<file path="config.mk">
export PLATFORM = sky130hd
export DESIGN_NAME = spr_scan
export DESIGN_NICKNAME = d
export VERILOG_FILES = /design/src/design/spr_scan.sv
export SDC_FILE = /design/constraint.sdc
export NUM_CORES = 1
export LEC_CHECK = 0
export ABC_AREA = 1
export BUFFER_PORTS_ARGS = -buffer_cell sky130_fd_sc_hd__buf_2
export CORE_MARGIN = 5
export CORE_UTILIZATION = 50
export DETAILED_ROUTE_END_ITERATION = 7
export PLACE_DENSITY = 0.79
export SETUP_SLACK_MARGIN = 0.5
export SKIP_LAST_GASP = 1
export SYNTH_ARGS = -nofsm -noshare
export SYNTH_HDL_FRONTEND = slang
export SYNTH_SLANG_ARGS = --single-unit
</file>
<file path="constraint.sdc">
create_clock -name clk -period 2.45 [get_ports clk]
set_input_delay 0.49 -clock clk [delete_from_list [all_inputs] [get_ports clk]]
set_output_delay 0.49 -clock clk [all_outputs]
set_load 0.02 [all_outputs]
</file>
<file path="src/design/spr_scan.sv">
// directory walk unit: lowest used offset and first free slot
module spr_scan #(
	parameter int OW = 13,
	parameter int SW = 8,
	parameter int LOW_INIT = 4096
) (
	input  logic          clk,
	input  logic          arst_n,
	input  logic          clr,
	input  logic          ent_v,
	input  logic [SW-1:0] ent_idx,
	input  logic          ent_used,
	input  logic [OW-1:0] ent_off,
	output logic [OW-1:0] low,
	output logic          hole_v,
	output logic [SW-1:0] hole
);

	logic [OW-1:0] low_q;
	logic          hole_v_q;
	logic [SW-1:0] hole_q;

	always_ff @(posedge clk or negedge arst_n) begin
		if (!arst_n) begin
			low_q    <= OW'(LOW_INIT);
			hole_v_q <= 1'b0;
			hole_q   <= '0;
		end else if (clr) begin
			low_q    <= OW'(LOW_INIT);
			hole_v_q <= 1'b0;
			hole_q   <= '0;
		end else if (ent_v) begin
			if (ent_used && ent_off < low_q) begin
				low_q <= ent_off;
			end
			if (!ent_used && !hole_v_q) begin
				hole_v_q <= 1'b1;
				hole_q   <= ent_idx;
			end
		end
	end

	assign low    = low_q;
	assign hole_v = hole_v_q;
	assign hole   = hole_q;

	a_low_bounded: assert property (@(posedge clk) disable iff (!arst_n)
		low_q <= OW'(LOW_INIT))
		else $error("lowest offset beyond page end");
	a_hole_sticky: assert property (@(posedge clk) disable iff (!arst_n)
		hole_v_q && !clr |=> hole_v_q && $stable(hole_q))
		else $error("first free slot changed during walk");
	a_clr_resets: assert property (@(posedge clk) disable iff (!arst_n)
		clr |=> !hole_v_q)
		else $error("walk start did not clear free slot");

endmodule

</file>
; ---- Word level (Yosys, flattened, before mapping)
; Cells that the tools add are included.
; W data, S select, Z words.
[classes]
n_reduce_logical = 9
magnitude_cmp = 1
n_mux = 9
[op_table]
columns = op, count
row1 = $mux W13, 3
row2 = $mux W8, 3
row3 = $lt A13 B13 Y1, 1
row4 = $reduce_bool A2 Y1, 3
row5 = $reduce_and A2 Y1, 2
row6 = $mux W1, 3
row7 = $logic_and A1 B1 Y1, 2
row8 = $logic_not A1 Y1, 2
[totals]
elab_cells = 22
in_bits = 26
regBits = 22

; ---- Longest topological paths before layout
; Gate-level depths: netlist of the first run.
[depth]
word_depth = 5
mapped_depth = 13

; ---- Worst setup path after synthesis of the first run
; No wires, ideal clock.
[synth_path]
path_type = register -> register
startpoint = reg low_q[12], in the netlist low[12]
endpoint = reg low_q[2], in the netlist low[2]
required_time_ns = 2.333
n_path_buf = 1
slack_ns = 0.626
path_stages_with_launch = 12
arrival_ns = 1.706
synth_period_minus_slack_ns = 1.824
cell_sequence = dfstp_2 inv_1 ha_1 nand2_2 inv_2 nand3_2 nand4_2 nor2_4 nand2_4 buf_12 nand3_2 nand2_1
[synth_between]
elab_chain_len = 4
[synth_rtl]
columns = item, line_no
row1 = start: declaration, 19  ; logic [OW-1:0] low_q;
row2 = start signal: assignment, 25  ; low_q <= OW'(LOW_INIT);
row3 = start signal: assignment, 29  ; low_q <= OW'(LOW_INIT);
row4 = start signal: assignment, 34  ; low_q <= ent_off;
row5 = $lt A13 B13 Y1, 33  ; if (ent_used && ent_off < low_q) begin
row6 = $logic_and A1 B1 Y1, 33
row7 = $reduce_bool A2 Y1 (no line), n/a
row8 = $reduce_and A2 Y1 (no line), n/a
; No other way between the ends.
; A chain may end at the register's enable or synchronous reset.

; ---- Worst setup path after layout of the first run
[layout_path]
startpoint = reg low_q[12], in the netlist low[12]
endpoint = reg low_q[0], in the netlist low[0]
; The elaborated chain is that of the path after synthesis.

==> metrics.csv, run 1 <==
stage,metric,value,unit
status,outcome,finished clean,
finish,multi_input_area,752,um^2
route,via_per_inst,5.24,
global_route,grt_util_all_layers,15.9,%
clock_network,insertion_delay,0.31,ns
power_and_ir_drop,ir_worst_vdd,0.484,mV
sta,fin_skew,0.00423,ns
power_and_ir_drop,p_leak,0.978,nW
clock_network,cts_sinks,22,
finish,diodes,0,
floorplan,die_y,63.9,um
synth,synth_top_area_share,36.2,%
finish,fin_area,1730,um^2
route,antenna_left,0,
placed_design,hpwlAfterDp,2510,um
power_and_ir_drop,power,0.838,mW
synth,synthTopCellsByArea,"dfrtp_1 36%, nand2_1 11%, ha_1 10%",
synth,synth.ff_latch_count,22,
route,wl_per_cell,12.7,um
worst_setup_path,cp-end-kind,register,
clock_network,cts_hold_buf,0,
floorplan,die-area,4080,um^2
flow_run,cap_violations,0,
sta,tns,0,ns
clock_network,ctsResizeCount,0,
route,finalWirelength,3200,um
sta,setup_viol,0,
route,num_vias,1320,
power_and_ir_drop,powerDensity,484,nW/um^2
worst_setup_path,critPathBufInv,2,
hold_path,hp-class,input pin to asynchronous set/reset pin,
global_route,grt_pass1_wl,5400,um
clock_network,clk_pin_slew_worst_paths,0.12,ns
synth,synth_xor_area_share,0,%
worst_setup_path,cp_data_required_time,2.66,ns
clock_network,htree_levels,1,
clock_network,cts_tree,yes,
synth,synthSimpleGateAreaFrac,39.7,%
worst_setup_path,cp.arrival,2.04,ns
global_route,grt_max_degree,27,
sta,slew_headroom,67.2,%
synth,yosysUniqueCellTypes,23,
sta,grt_setup_unrepaired,false,
synth,netlist_instances,173,
finish,finish.utilization,62.3,%
finish,final_nets,260,
worst_setup_path,cp_max_fo,13,
worst_setup_path,crit_slowest_cell,dfstp_2,
floorplan,core_area,2780,um^2
synth,synthesis.nets,211,
route,drtIter0Drc,21,
synth,yosys_warnings,0,
sta,drv_slew,0,
floorplan,io_pins,48,
route,drt_pass1_iterations,4,
floorplan,start_util,52.2,%
placed_design,place_area,1680,um^2
finish,n_fill_cell,259,
synth,yosysTopAreaCell,dfrtp_1,
global_route,grt_pass1_vias,1279,
clock_network,ctsLongestPathBuffers,2,
sta,period_share,74.9,%
floorplan,core.rowCount,19,
global_route,antenna_found_initial,0,
worst_setup_path,criticalPathCategory,register to register,
synth,synth_compound_area_share,1.72,%
placed_design,gp_congestion,0.815,
clock_network,cts_inserted_buffers,3,
synth,synth_top_family_by_area,simple AND/OR/NAND/NOR gates,
placed_design,io_buffers,47,
floorplan,die_w,63.9,um
route,drc,0,
worst_setup_path,cp_top_family,simple AND/OR/NAND/NOR gates,
worst_setup_path,slowest_delay,0.57,ns
synth,muxShareOfSynthArea,0,%
synth,synthAdderAreaFrac,10.3,%
sta,tightest_slew,0.492,ns
worst_setup_path,critPathLaunchType,register,
sta,max_freq,545,MHz
sta,hold_viol_final,0,
clock_network,ctsRootBufferMaster,clkbuf_4,
worst_setup_path,crit_chain,"inv_1, ha_1, nand2_2, inv_2, nand3_2, nand4_2, nor2_4, nand2_4, nand3_1, nand2_1",
sta,fin_crit,1.84,ns
finish,area_growth,19.3,%
finish,regArea,552,um^2
placed_design,dp.cells,245,
finish,drive_gt1_share,35.3,%
finish,instances_no_fill,252,
synth,synth-seq-area-share,38.0,%
synth,synth_area,1450,um^2
synth,syn_area_per_cell,8.40,um^2
global_route,grt.overflow.total,0,
where the power goes:
group          total [mW]  internal [mW]  switching [mW]
registers           0.409          0.390          0.0189
logic               0.258         0.0969           0.161
clock network       0.171         0.0636           0.107
total               0.838          0.551           0.287
metal layers:
metal  wire (um)  track usage (%)
met4          34             4.16
met5           0                0
met1        1390             19.8
met2        1520             26.3
met3         257             5.25
per-stage QoR:
step	worst slack (ns)	hold slack (ns)
floorplan	0.626	0.194
global placement	0.477	0.479
detailed placement	0.426	0.483
CTS	0.600	0.136
global route	0.496	0.144
finish	0.615	0.126
worst reg2reg max path, delay by kind of cell, from the launching register on:
kind                     cells  cell delay, ns
AND/OR/NAND/NOR              7            0.76
flip-flops                   1            0.57
adder cells (fa/ha/maj)      1            0.31
buffers and inverters        2            0.09
placed cells by master, fill, tap and decap left out:
master,n
nor2_4,2
inv_2,1
dfstp_2,1
or2_2,2
nand3_2,12
nand2_4,2
a21oi_1,5
clkbuf_1,1
nand3_1,22
nand4_2,1
nor2_1,4
buf_4,3
nand2_2,3
clkinv_1,1
buf_12,1
buf_2,47
nand4_1,12
ha_1,12
inv_1,21
and2_1,1
dfrtp_1,21
clkbuf_4,3
nand2_1,43
what timing repair did:
action / CTS / global route
setup buffers: 2 / 1
pin swaps: 1 / 1
endpoints found under the setup margin: 12 / 10
logic make-up after synthesis:
group,Yosys count
AND/OR/NAND/NOR,104
AO/OA/AOI/OAI,5
buffers and inverters,30
flip-flops,22
adder cells (fa/ha/maj),12
Yosys cell counts:
cell type	number
nand4_1	12
ha_1	12
clkinv_1	1
buf_12	1
nand3_2	12
clkbuf_1	1
dfstp_2	1
nand4_2	1
nand2_4	2
nand2_1	43
nand2_2	3
buf_2	1
nor2_4	2
inv_1	21
nor2_1	4
and2_1	1
buf_6	1
nand3_1	22
dfrtp_1	21
inv_2	1
buf_4	3
a21oi_1	5
or2_2	2
state kept, by name (all words and copies together), names as in the netlist:
signal	flops
hole_v	1
low	13
hole	8
path summary, 6_finish.rpt:
path | startpoint | to | slack (ns) | cells past startpoint
max | low[12]$_DFFE_PN1P_ | low[0]$_DFFE_PN0P_ | 0.61 | 10
min | arst_n | hole_v$_DFFE_PN0P_ | 0.13 | 1
max reg2reg | low[12]$_DFFE_PN1P_ | low[0]$_DFFE_PN0P_ | 0.61 | 10
min reg2reg | hole[4]$_DFFE_PN0P_ | hole[4]$_DFFE_PN0P_ | 0.52 | 2
max in group asynchronous | arst_n | low[12]$_DFFE_PN1P_ | 1.97 | 1
min in group clk | clr | hole_v$_DFFE_PN0P_ | 0.36 | 2
final cells by class:
type,instances,share of cell area (%)
tap,31,2.24
timing repair buffer,51,16.0
multi-input combinational,121,43.4
inverter,23,4.98
sequential,22,31.8
clock buffer,4,1.52
(Power assumes the default switching activity.)
==> run 2: changes to the inputs <==
--- a/config.mk
+++ b/config.mk
@@ -5,10 +5,10 @@
 export SDC_FILE = /design/constraint.sdc
 export NUM_CORES = 1
 export LEC_CHECK = 0
-export ABC_AREA = 1
+export ABC_AREA = 0
 export BUFFER_PORTS_ARGS = -buffer_cell sky130_fd_sc_hd__buf_2
 export CORE_MARGIN = 5
-export CORE_UTILIZATION = 50
+export CORE_UTILIZATION = 49
 export DETAILED_ROUTE_END_ITERATION = 7
 export PLACE_DENSITY = 0.79
 export SETUP_SLACK_MARGIN = 0.5
==> constraint.sdc (replaced) <==
create_clock -name clk -period 1.7 [get_ports clk]
set_input_delay 0.34 -clock clk [delete_from_list [all_inputs] [get_ports clk]]
set_output_delay 0.34 -clock clk [all_outputs]
set_load 0.02 [all_outputs]
==> run 2 against run 1 <==
Net effect: hold slack improved by 0.12 ns; via count fell by 0.83%; power is 100% higher; largest power group is now combinational cells; first-iteration DRC count rose to 2.6 times the previous value; synthesized cell count down 21%; clock power grew 150%; clock skew about the same; worst setup slack worse by 0.91 ns; global-route usage is 3.3 points higher; register-to-register slack got worse by 0.91 ns; count of clock-buffer cells in the layout is 1 lower; largest cell class unchanged; the flow now finishes with violations (negative setup slack).
==> metrics.csv, run 2 <==
stage,metric,value,unit,change
status,outcome,"finished, violations left",,
status,violations,negative setup slack,,
sta,slew_headroom,66.7,%,-0.49 points
floorplan,die_y,62.6,um,-2.1%
sta,grt_setup_unrepaired,true,,
finish,drive_gt1_share,54.3,%,+19 points
synth,synthAdderAreaFrac,11.1,%,+0.74 points
clock_network,cts_tree,yes,,
hold_path,hp-class,input pin to register,,
route,drc,0,,unchanged
floorplan,die-area,3920,um^2,-4.1%
synth,synth.ff_latch_count,22,,unchanged
clock_network,insertion_delay,0.33,ns,+0.02 ns
floorplan,die_w,62.6,um,-2.1%
clock_network,htree_levels,1,,unchanged
synth,synth_common_cells,"33 x nand2b_1, 21 x dfrtp_1, 14 x inv_1",,
sta,worst_slack,-0.296,ns,-0.910 ns
synth,muxShareOfSynthArea,9.60,%,+9.6 points
worst_setup_path,cp-end-kind,register,,
synth,netlist_instances,137,,-21%
route,num_vias,1309,,-0.83%
finish,final_nets,260,,unchanged
global_route,grt_pass1_vias,1292,,+1.0%
synth,synthSimpleGateAreaFrac,21.0,%,-19 points
sta,tightest_slew,0.499,ns,+0.00739 ns
power_and_ir_drop,powerDensity,725,nW/um^2,+50%
synth,syn_area_per_cell,9.89,um^2,+18%
sta,max_freq,501,MHz,-8.0%
route,via_per_inst,5.19,,-0.83%
global_route,use_met2,33.9,%,+7.7 points
power_and_ir_drop,p_clk_share,25.1,%,+4.7 points
power_and_ir_drop,ir_worst_vdd,0.642,mV,+32%
finish,layout_common_cells,"34 x buf_6, 33 x nand2b_1, 26 x buf_2, 21 x buf_4, 15 x dfrtp_1",,
worst_setup_path,cp_data_required_time,1.94,ns,-0.72 ns
power_and_ir_drop,combPwrFrac,38.9,%,+8.1 points
clock_network,cts_inserted_buffers,3,,unchanged
sta,drv_slew,0,,unchanged
global_route,top_usage_layer,met2,,
finish,instances_no_fill,252,,unchanged
synth,synthesis.nets,175,,-17%
route,wl_per_cell,16.8,um,+32%
finish,final_common_cell,buf_6,,
sta,fin_skew,0.00453,ns,+0.000296 ns
synth,synth_top_family_by_area,simple AND/OR/NAND/NOR gates,,
flow_run,cap_violations,0,,unchanged
power_and_ir_drop,intPower,1.16,mW,+110%
clock_network,ctsLongestPathBuffers,2,,unchanged
power_and_ir_drop,power.share.switching,30.6,%,-3.7 points
floorplan,io_pins,48,,unchanged
route,finalWirelength,4230,um,+32%
synth,synth_xor_area_share,0,%,unchanged
finish,fin_area,2310,um^2,+33%
floorplan,core.rowCount,19,,unchanged
route,antenna_left,0,,unchanged
route,drt_pass1_iterations,4,,unchanged
floorplan,core_area,2710,um^2,-2.6%
placed_design,place_area,1820,um^2,+8.1%
placed_design,gp_congestion,0.759,,-6.8%
sta,setup_viol,13,,+13
placed_design,dp.cells,229,,-6.5%
global_route,grt_pass1_wl,6010,um,+11%
sta,fin_crit,2.00,ns,+0.160 ns
synth,synthArstFlopShare,100,%,unchanged
synth,synth-seq-area-share,40.7,%,+2.7 points
global_route,grt_util_all_layers,19.2,%,+3.3 points
global_route,grt_util_met3,3.96,%,-1.3 points
worst_setup_path,cp_max_fo,4,,-9
power_and_ir_drop,p_leak,1.12,nW,+15%
worst_setup_path,critPathLaunchType,register,,
power_and_ir_drop,switchingPower,0.512,mW,+78%
power_and_ir_drop,seqPwrFrac,36.1,%,-13 points
synth,synthFlopType,dfrtp_1,,
clock_network,ctsRootBufferMaster,clkbuf_4,,
global_route,antenna_found_initial,0,,unchanged
synth,synth_compound_area_share,11.8,%,+10 points
synth,synth_edf_count,0,,unchanged
synth,synth_area,1360,um^2,-6.7%
finish,largest_register_ffs,13,,unchanged
global_route,met1_usage,22.0,%,+2.3 points
route,drtIter0Drc,54,,+160%
clock_network,cts_sinks,22,,unchanged
floorplan,start_util,50.0,%,-2.2 points
finish,diodes,0,,unchanged
worst_setup_path,criticalPathCategory,register to register,,
synth,yosysUniqueCellTypes,22,,-4.3%
sta,whs,0.249,ns,+0.123 ns
finish,area_growth,70.3,%,
global_route,grt.overflow.total,0,,unchanged
synth,synthTopCellsByArea,"dfrtp_1 39%, nand2b_1 15%, ha_1 11%",,
worst_setup_path,cp.arrival,2.24,ns,+0.20 ns
global_route,grt_max_degree,36,,+33%
sta,period_share,117,%,+42 points
clock_network,clk_pin_slew_worst_paths,0.13,ns,about the same
synth,synth_top_area_share,38.8,%,+2.6 points
synth,synth.most_common_cell,nand2b_1,,
synth,yosysTopAreaCell,dfrtp_1,,
placed_design,io_buffers,47,,unchanged
synth,yosys_warnings,0,,unchanged
sta,hold_viol_final,0,,unchanged
placed_design,hpwlAfterDp,2400,um,-4.2%
[run 2: changes by cell type in the layout (fill, tap and decap cells not counted), sizes merged, moves of 12 or more]
cell | previous run | this run
buf | 51 | 83
mux2i | 0 | 13
nand2 | 48 | 12
nand2b | 0 | 33
nand3 | 34 | 1
nand4 | 13 | 1
[run 2: power by group through the flow]
stage	combinational (mW)	sequential [mW]	clock, mW
after global routing	0.696	0.609	0.450
after floorplan	0.211	0.658	0
after detailed placement	0.445	0.601	0
after global placement	0.428	0.599	0
final	0.650	0.603	0.420
after CTS	0.548	0.598	0.420
[run 2: timing repair]
action / CTS / global route
setup buffers: 6 / 11
cloned: 0 / 1
hold buffers: 1 / 0
setup endpoints to repair: 43 / 43
gates resized for setup: 53 / 19
hold endpoints to repair: 21 / 0
pin swaps: 2 / 7
[run 2: final timing paths]
kind                                  endpoint  slack (ns)           startpoint  depth (start not counted)
max                         low[6]$_DFFE_PN0P_       -0.30  low[12]$_DFFE_PN1P_                          8
min                        hole[1]$_DFFE_PN0P_        0.25           ent_idx[1]                          3
max in group asynchronous   hole_v$_DFFE_PN0P_        0.84               arst_n                          2
min in group asynchronous   low[5]$_DFFE_PN0P_        0.49               arst_n                          2
max reg2reg                 low[6]$_DFFE_PN0P_       -0.30  low[12]$_DFFE_PN1P_                          8
min reg2reg                hole[7]$_DFFE_PN0P_        0.51  hole[7]$_DFFE_PN0P_                          2
[run 2: critical path: stages, from the launching register on]
cell	delay, ns
dfstp_2	0.58
inv_2	0.05
ha_4	0.28
nand2_4	0.05
o211ai_4	0.21
a41oi_2	0.08
a21oi_4	0.24
clkbuf_16	0.19
mux2i_1	0.23
[run 2: per-layer routing]
metal	part of all wire (%)	vias to the layer above
met5	0	-
met1	40	637
met4	3.3	0
met2	52	38
met3	4.7	11
li1	-	623
[run 2: through the flow]
step	setup TNS (ns)	utilization, %	setup WS, ns	total power [mW]
3_3_place_gp	-4.15	67.2	-0.322	1.03
6_report	-2.65	85.1	-0.296	1.67
2_1_floorplan	-1.66	-	-0.162	0.869
4_1_cts	-1.75	78.2	-0.151	1.57
5_1_grt	-3.86	85.1	-0.395	1.75
3_5_place_dp	-4.93	67.2	-0.407	1.05
[run 2: cells by family (layout without fill, tap and decap cells)]
kind of cell	count (synthesis)	in the layout
AOI/OAI and AO/OA	20	20
adders and majority gates	12	12
buffers and inverters	19	103
DFF	22	22
muxes	13	13
and+or+nand+nor	51	51
[run 2: area by class of cell]
cell class	count	area [um^2]
clock buffer	3	22.5
clock inverter	1	30.0
fill	137	403
inverter	14	52.6
multi-input combinational	96	858
sequential	22	559
tap	31	38.8
timing repair buffer	85	746
==> run 3: changes to the inputs <==
--- a/config.mk
+++ b/config.mk
@@ -5,10 +5,9 @@
 export SDC_FILE = /design/constraint.sdc
 export NUM_CORES = 1
 export LEC_CHECK = 0
-export ABC_AREA = 0
+export ABC_AREA = 1
 export BUFFER_PORTS_ARGS = -buffer_cell sky130_fd_sc_hd__buf_2
-export CORE_MARGIN = 5
-export CORE_UTILIZATION = 49
+export CORE_UTILIZATION = 50
 export DETAILED_ROUTE_END_ITERATION = 7
 export PLACE_DENSITY = 0.79
 export SETUP_SLACK_MARGIN = 0.5
==> run 3 against run 2 <==
Net effect: non-clock buffer count fell by 16; largest power group is now sequential cells; power down 15%; critical path depth grew 3; largest cell class unchanged; the run still ends with negative setup slack left; clock power down 29%; critical path type unchanged; critical endpoint is now low[5]$_DFFE_PN0P_.
==> metrics.csv, run 3 (synthesized netlist as in run 1, its figures left out) <==
stage,metric,value,unit,change
clock_network,insertion_delay,0.32,ns,about the same
worst_setup_path,crit_slowest_cell,dfstp_2,,
finish,instances_no_fill,271,,+7.5%
worst_setup_path,slowest_delay,0.56,ns,-0.02 ns
worst_setup_path,r2r_end,low[5]$_DFFE_PN0P_,,
hold_path,hp-class,input pin to register,,
finish,drive_gt1_share,43.3,%,-11 points
clock_network,ctsLongestPathBuffers,2,,unchanged
finish,final_common_cell,nand2_1,,
sta,tightest_slew,0.484,ns,-0.0147 ns
finish,layout_common_cells,"42 x nand2_1, 29 x buf_2, 25 x buf_6, 21 x dfrtp_1",,
global_route,grt_pass1_vias,1343,,+3.9%
floorplan,start_util,52.7,%,+2.7 points
route,drt_pass1_iterations,7,,+3
global_route,grt.overflow.total,0,,unchanged
clock_network,ctsRootBufferMaster,clkbuf_4,,
hold_path,hold_depth,2,,-1
sta,setup_viol,9,,-4
global_route,grt_pass1_wl,5800,um,-3.5%
sta,drv_slew,0,,unchanged
floorplan,die-area,3120,um^2,-20%
worst_setup_path,timing.rr.start,low[12]$_DFFE_PN1P_,,
flow_run,cap_violations,0,,unchanged
placed_design,place_area,1730,um^2,-5.2%
worst_setup_path,worst-r2r-cell-count,11,,+3
placed_design,dp.cells,250,,+9.2%
sta,worst_slack,-0.0370,ns,+0.259 ns
sta,fin_crit,1.74,ns,-0.259 ns
finish,final_nets,279,,+7.3%
clock_network,cts_inserted_buffers,3,,unchanged
worst_setup_path,crit_chain,"inv_2, ha_4, nand2_4, inv_4, nand3_4, nand4_4, nor2_4, buf_4, nand2_4, nand3_2, nand2_1",,
floorplan,io_pins,48,,unchanged
power_and_ir_drop,powerDensity,680,nW/um^2,-6.3%
sta,fin_skew,0.0150,ns,+0.0105 ns
worst_setup_path,criticalPathCategory,register to register,,
placed_design,gp_congestion,0.743,,-2.1%
worst_setup_path,crit_top_cell,nand2_4,,
clock_network,clk_pin_slew_worst_paths,0.13,ns,about the same
worst_setup_path,cp-end-kind,register,,
status,violations,negative setup slack,,
route,num_vias,1419,,+8.4%
route,wl_per_cell,13.5,um,-20%
status,outcome,"finished, violations left",,
finish,regArea,552,um^2,-1.3%
route,finalWirelength,3660,um,-14%
hold_path,holdPathEnd,hole_v$_DFFE_PN0P_,,
worst_setup_path,cp_data_required_time,1.93,ns,about the same
hold_path,min_from,clr,,
global_route,grt_util_all_layers,23.4,%,+4.2 points
floorplan,core.rowCount,19,,unchanged
finish,multi_input_area,835,um^2,-2.8%
global_route,grt_max_degree,27,,-25%
placed_design,io_buffers,47,,unchanged
power_and_ir_drop,ir_worst_vdd,0.574,mV,-10%
clock_network,cts_tree,yes,,
floorplan,core_area,2760,um^2,+1.8%
placed_design,pre_cts_slack,0.0108,ns,+0.418 ns
clock_network,htree_levels,1,,unchanged
finish,largest_register_ffs,13,,unchanged
power_and_ir_drop,p_leak,1.11,nW,-1.3%
worst_setup_path,r2r_slack,-0.04,ns,+0.26 ns
worst_setup_path,cp.arrival,1.97,ns,-0.27 ns
sta,max_freq,576,MHz,+15%
sta,grt_setup_unrepaired,true,,
power_and_ir_drop,power,1.42,mW,-15%
floorplan,die_w,55.9,um,-11%
route,antenna_left,0,,unchanged
placed_design,hpwlAfterDp,2350,um,-2.1%
worst_setup_path,critPathLaunchType,register,,
finish,n_fill_cell,204,,+49%
floorplan,die_y,55.9,um,-11%
sta,period_share,102,%,-15 points
route,via_per_inst,5.24,,+0.80%
worst_setup_path,cp_max_fo,6,,+2
finish,diodes,0,,unchanged
sta,hold_viol_final,0,,unchanged
global_route,antenna_found_initial,0,,unchanged
sta,whs,0.208,ns,-0.0412 ns
route,drc,0,,unchanged
clock_network,cts_sinks,22,,unchanged
route,drtIter0Drc,46,,-15%
finish,area_growth,44.0,%,
finish,fin_area,2090,um^2,-9.3%
sta,slew_headroom,67.7,%,+0.98 points
run 3: changes by cell type in the layout (fill, tap and decap cells not counted), sizes merged, moves of 2 or more:
cell / delta
or2: +2
mux2i: -13
buf: -15
nand2b: -33
inv: +8
nand3: +33
o21ai: -8
nor2: +3
nand2: +37
nand4: +12
run 3: cell type report:
type	count	share of cell area [%]
multi-input cells	122	39.9
flip-flops and latches	22	26.4
repair buffers	69	25.9
inverters	23	4.25
well taps	31	1.85
clock buffers	4	1.73
run 3: what timing repair did:
action	4_1_cts	5_1_grt
resized for setup	31	21
endpoints found under the hold margin	21	0
pin swaps	11	6
gates cloned	0	1
hold buffers	1	0
endpoints found under the setup margin	43	43
buffers inserted	5	10
run 3: how the worst max path moves through the flow:
stage                     slack [ns]  cells past startpoint                start             endpoint
after global routing            -0.1                     11  low[12]$_DFFE_PN1P_   low[5]$_DFFE_PN0P_
final                          -0.04                     11  low[12]$_DFFE_PN1P_   low[5]$_DFFE_PN0P_
after global placement          0.01                     10  low[12]$_DFFE_PN1P_   low[4]$_DFFE_PN0P_
after floorplan                -0.02                     11  low[12]$_DFFE_PN1P_   low[2]$_DFFE_PN0P_
after detailed placement        0.01                     10  low[12]$_DFFE_PN1P_  low[11]$_DFFE_PN0P_
after CTS                      0.005                     10  low[12]$_DFFE_PN1P_   low[5]$_DFFE_PN0P_
run 3: metrics by stage:
stage | TNS (ns) | utilization, %
global route | -1.06 | 75.9
CTS | 0 | 69.7
detailed placement | 0 | 62.6
floorplan | -0.214 | -
finish | -0.174 | 75.9
global placement | 0 | 62.6
run 3: power breakdown:
part | leakage, nW | total, mW | switching (mW) | internal (mW)
Combinational | 0.793 | 0.527 | 0.283 | 0.244
Clock | 0.0210 | 0.300 | 0.169 | 0.131
Sequential | 0.293 | 0.595 | 0.0319 | 0.563
Total | 1.11 | 1.42 | 0.483 | 0.938
run 3: critical path: cells and delay by family (launching register included):
family,cells,cell delay [ns]
and+or+nand+nor,7,0.63
buffers and inverters,3,0.24
DFF,1,0.56
adders and majority gates,1,0.22
run 3: routing by layer:
metal | share of wire, % | track usage (%) | up-vias
met2 | 51 | 41.1 | 57
met5 | 0 | 0 | -
met3 | 6.1 | 4.65 | 4
met4 | 0.98 | 6.62 | 0
met1 | 42 | 29.2 | 645
li1 | - | - | 713
